[config.mk]
export PLATFORM = sky130hd
export DESIGN_NAME = pale_cell
export DESIGN_NICKNAME = d
export VERILOG_FILES = /design/src/pale_pkg.sv /design/src/pale_cell.sv
export SDC_FILE = /design/constraint.sdc
export NUM_CORES = 1
export LEC_CHECK = 0
export BUFFER_PORTS_ARGS = -buffer_cell sky130_fd_sc_hd__buf_2
export CORE_UTILIZATION = 41
export CTS_CLUSTER_DIAMETER = 40
export DETAILED_ROUTE_END_ITERATION = 6
export PLACE_DENSITY = 0.89
export SLEW_MARGIN = 20
export SYNTH_ARGS = -nofsm -noshare
export SYNTH_HDL_FRONTEND = slang
export SYNTH_SLANG_ARGS = --single-unit
[constraint.sdc]
create_clock -name clk -period 3.5 [get_ports clk]
set_clock_uncertainty 0.1 [all_clocks]
set_input_delay 0.7 -clock clk [delete_from_list [all_inputs] [get_ports clk]]
set_output_delay 0.7 -clock clk [all_outputs]
set_load 0.005 [all_outputs]
[src/pale_pkg.sv]
// shared types and codes for the positional array list engine
// no dependencies; imported by pale_cell and the top level
package pale_pkg;

  localparam int WORD_W = 32;

  typedef enum logic [1:0] {
    MODE_INSERT = 2'd0,
    MODE_DELETE = 2'd1,
    MODE_READ   = 2'd2,
    MODE_LOCATE = 2'd3
  } mode_t;

  typedef enum logic [1:0] {
    CELL_HOLD   = 2'd0,
    CELL_INSERT = 2'd1,
    CELL_DELETE = 2'd2,
    CELL_ROTATE = 2'd3
  } cell_op_t;

  typedef struct packed {
    cell_op_t            op;
    logic [WORD_W-1:0]   word;
  } cell_cmd_t;

endpackage

[src/pale_cell.sv]
// one list slot: holds a word and takes it from a neighbour, the head or the input word
// depends on pale_pkg
module pale_cell
  import pale_pkg::*;
#(
  parameter int CW  = 8,
  parameter int IDX = 0
) (
  input  logic              clk,
  input  cell_cmd_t         cmd,
  input  logic [CW-1:0]     sel,
  input  logic [CW-1:0]     last,
  input  logic [WORD_W-1:0] left_word,
  input  logic [WORD_W-1:0] right_word,
  input  logic [WORD_W-1:0] head_word,
  output logic [WORD_W-1:0] word
);

  localparam logic [CW-1:0] MY_IDX = CW'(IDX);

  logic [WORD_W-1:0] word_r;
  logic [WORD_W-1:0] word_nxt;

  always_comb begin
    word_nxt = word_r;
    unique case (cmd.op)
      CELL_INSERT: begin
        if (MY_IDX > sel) begin
          word_nxt = left_word;
        end else if (MY_IDX == sel) begin
          word_nxt = cmd.word;
        end
      end
      CELL_DELETE: begin
        if (MY_IDX >= sel) begin
          word_nxt = right_word;
        end
      end
      CELL_ROTATE: begin
        if (MY_IDX < last) begin
          word_nxt = right_word;
        end else if (MY_IDX == last) begin
          word_nxt = head_word;
        end
      end
      default: begin
        word_nxt = word_r;
      end
    endcase
  end

  always_ff @(posedge clk) begin
    word_r <= word_nxt;
  end

  assign word = word_r;

endmodule

---- After elaboration in Yosys (flattened, before gate mapping) ----
Index checks and enable logic that the tools add are counted.
operators by class
  magnitude comparators ................... 3
  eq/ne operators ......................... 6
  multiplexer cells ....................... 6
  reductions and logical operators ........ 4
operators with widths
  cell                  count
  $mux W32              5
  $pmux W32 S3          1
  $logic_not A8 Y1      2
  $ge A1 B8 Y1 const A  1
  $gt A1 B8 Y1 const A  1
  $lt A1 B8 Y1 const A  1
  $ne A3 B3 Y1 const B  2
  $eq A2 B2 Y1 const B  2
  $reduce_and A4 Y1     1
  $reduce_bool A3 Y1    1
  $eq A2 B1 Y1 const B  1
  $ne A2 B2 Y1 const B  1
word-level totals
  bits in registers ....................... 32
  input bits .............................. 147
  output and inout bits ................... 32
  logic and storage cells ................. 20

---- Logic depth before layout (Yosys ltp) ----
  depth in word-level cells ............... 4
  mapped depth ............................ 6
  gate-level depth less buffers ........... 3

---- Least setup slack after synthesis ----
No wires, ideal clock.
  path kind ............................... input to register
  from .................................... in sel[6]
  to ...................................... reg word_r[0], in the netlist word[0] (enable)
  setup time .............................. 0.425 ns
  arrival ................................. 2.688 ns
  data required time ...................... 2.975 ns
  setup slack ............................. 0.286 ns
  stages .................................. 2
  path buffers ............................ 0
  path through ............................ or4_1 > o21ai_1
on the way
  word-level cells in the longest chain between the ends .. 3
  elaborated cells on any way between the ends .. 6
  classes of those cells .................. 2 x order compare; 2 x eq/ne; 2 x reduce/logical
RTL lines
  element                                                 line             text
  start: declaration                                      pale_cell.sv:11  input logic [CW-1:0] sel,
  $gt A1 B8 Y1, or another cell as far along              pale_cell.sv:28  if (MY_IDX > sel) begin
  $ne A3 B3 Y1 (no line) or $ne A2 B2 Y1 (tied branches)  --
  $reduce_and A4 Y1 (no line) *                           --
  end signal: assignment                                  pale_cell.sv:53  word_r <= word_nxt;
  end: declaration                                        pale_cell.sv:21  logic [WORD_W-1:0] word_r;
Every way passes the cells marked *; elsewhere a longest branch is shown, timed or not.
A chain may end at the register's enable or synchronous reset.

---- Worst setup path in the final report ----
  from .................................... in cmd[32] (netlist name)
  to ...................................... reg word_r[19], in the netlist word[19] (data pin)
on the way
  word-level cells in the longest chain between the ends .. 2
  elaborated cells on any way between the ends .. 4
  classes of those cells .................. 3 x eq/ne; 1 x mux
RTL lines
  element                                       line             text
  start: declaration                            pale_cell.sv:10  input cell_cmd_t cmd,
  $eq A2 B2 Y1 or $eq A2 B1 Y1 (tied branches)  pale_cell.sv:26  unique case (cmd.op)
  $pmux W32 S3 *                                pale_cell.sv:26
  via word_nxt[19]                              pale_cell.sv:22  logic [WORD_W-1:0] word_nxt;
Mark *: on every way through the listed nets, which the timed path passes. The rest lies on a longest branch.

==> out/metrics.cfg <==
[status]
status=finished clean

[route]
dr.first_iter.drc_count=135
first_pass_iters=4
wl_um=6970
viasPerCell=5.47
route.detailed.drc=0
wl_per_cell_um=16.1
dr_total_vias=2364
final_antenna_net_count=0

[synth]
yosys_register_bits=32
synth_cell_types=20
ys_top_cells_by_count=edfxtp_1 (32), nand2_1 (32), mux2i_1 (31), nand4_1 (31), nor2b_1 (31)
syn_inst=225
synth_top_area_share_pct=39.2
avgSynthCellArea_um2=10.9
postSynth.asyncResetShare_pct=0
synthFlopType=edfxtp_1
synth_area_leaders=edfxtp_1 (39%), o211ai_2 (15%), mux2i_1 (13%)
synth_area_leader_cell=edfxtp_1
synth-edff-count=32
syn-num-nets=372
yosysSeqAreaShare_pct=39.2
yosysWarningCount=0
syn_area_um2=2450

[global_route]
grt.overflow.total=0
grt_pass1_vias=2427
gr-usage-all-layers_pct=22.8
grt_pass1_wl_um=11100
grt_max_degree=37
antenna_found_initial=0

[sta]
slew_headroom_pct=53.8
period_minus_slack_ps=2360
rsz0062_at_grt=no
clock.fmax_mhz=423
tightestPinTransition_ps=693
finalCritPeriodShare_pct=67.5
maxSlewViolCount=0
setup_viol=0
hold_violations=0
hold_slack_ps=619
fin_tns_setup_ps=0

[worst_setup_path]
crit_path_top_delay_cell=and2_2
setup.worst_path.class=in2reg
cp-start-kind=input port
setup.worst_path.start=cmd[32]
arrival_ps=2380
max_stage_delay_ps=610
path_depth=5
cp_max_fo=36
crit_chain=buf_2 -> and2_2 -> buf_12 -> nand2_1 -> o211ai_1
cpLargestDelayFamily=buffers and inverters
crit_buf_inv=2
critPathCapture=word[19]$_DFFE_PP_
cp-end-kind=flip-flop
required_ps=3520

[run]
maxCapViolCount=0

[final_layout]
fin_nets=506
antenna_cells=0
final-seq-area_um2=961
fin_area_um2=3240
largest_register_ffs=32
n_fill_cell=517
multi_input_area_um2=1330
final_layout_size_suffix_gt1_share_pct=53.3
area_growth_pct=32.0
layoutNonFillerInstCount=432

[cts]
cts.clk_slew.worst_paths_ps=70
cts_setup_buffers=0
cts_buffers=5
htreeDepth=2
cts_sinks=32
cts_tree=built
cts_repair_resize_count=0
cts_hold_repair.buffers=0
root_buffer=clkbuf_8
cts_buffer_depth=2

[die]
start_util_pct=43.5
die_w_um=79.4
core_um2=5640
die-area_um2=6300
pin_count=179
rows=27
die_h_um=79.4

[power_and_ir_drop]
finalPower_uw=981
powerDensity_nw_per_um2=303
ir_worst_vdd_uv=169
p_leak_nw=1.44

[placement]
gp_congestion=0.751
post-place-cells=424
dpl.hpwl_um=4930
portBuffers=146
placed_cell_area_um2=3160

[worst_hold_path]
hold_path_class=in2reg

-- worst min-delay path, delay by kind of cell --
kind	cells	cell delay [ps]
AOI/OAI and AO/OA	1	60
buffers and inverters	1	70
muxes	1	60
-- cell type report --
class | instances | share of cell area, %
clock buffer | 7 | 2.36
clock inverter | 1 | 0.116
multi-input combinational | 169 | 41.0
sequential | 32 | 29.7
tap | 72 | 2.78
timing repair buffer | 151 | 24.1
-- worst min path at each step --
stage                     startpoint                 end  slack [ps]  depth (start not counted)
after floorplan               cmd[0]   word[0]$_DFFE_PP_         810                          2
after global placement       cmd[18]  word[18]$_DFFE_PP_         900                          3
after detailed placement     cmd[20]  word[20]$_DFFE_PP_         910                          3
after CTS                     cmd[0]   word[0]$_DFFE_PP_         610                          3
after global routing         cmd[25]  word[25]$_DFFE_PP_         620                          3
final                         cmd[0]   word[0]$_DFFE_PP_         620                          3
-- power breakdown --
part           switching (mW)  internal (mW)  total, mW
Clock                   0.138          0.138      0.277
Combinational           0.117          0.119      0.236
Sequential            0.00727          0.460      0.467
-- layer usage --
metal / vias up / wire (um) / track usage [%]
met5: - / 0 / 0
met4: 0 / 137 / 8.36
met3: 12 / 409 / 4.71
met2: 101 / 3560 / 42.2
met1: 1125 / 2860 / 25.4
li1: 1126 / - / -
-- per-stage QoR --
step | worst slack, ps | utilization (%)
6_report | 1140 | 57.4
3_3_place_gp | 914 | 56.0
4_1_cts | 1110 | 57.4
5_1_grt | 960 | 57.4
3_5_place_dp | 819 | 56.0
2_1_floorplan | 286 | -
-- cell families (layout without fill, tap and decap cells) --
| group | Yosys count | count (layout) | synth area share, % |
|---|---|---|---|
| and+or+nand+nor | 102 | 102 | 24.1 |
| AOI/OAI and AO/OA | 36 | 36 | 16.8 |
| DFF | 32 | 32 | 39.2 |
| muxes | 31 | 31 | 12.6 |
| buffers and inverters | 24 | 159 | 7.24 |
-- cell usage in the layout, fill, tap and decap left out, drive strengths merged, types with 2 or more instances in the layout --
cell type / instances
buf: 151
nand2: 32
edfxtp: 32
nand4: 31
nor2b: 31
mux2i: 31
o211ai: 31
clkbuf: 7
nor4: 3
o21ai: 3
a211oi: 2
and2: 2
No activity file was read; power rests on OpenSTA's default activity.
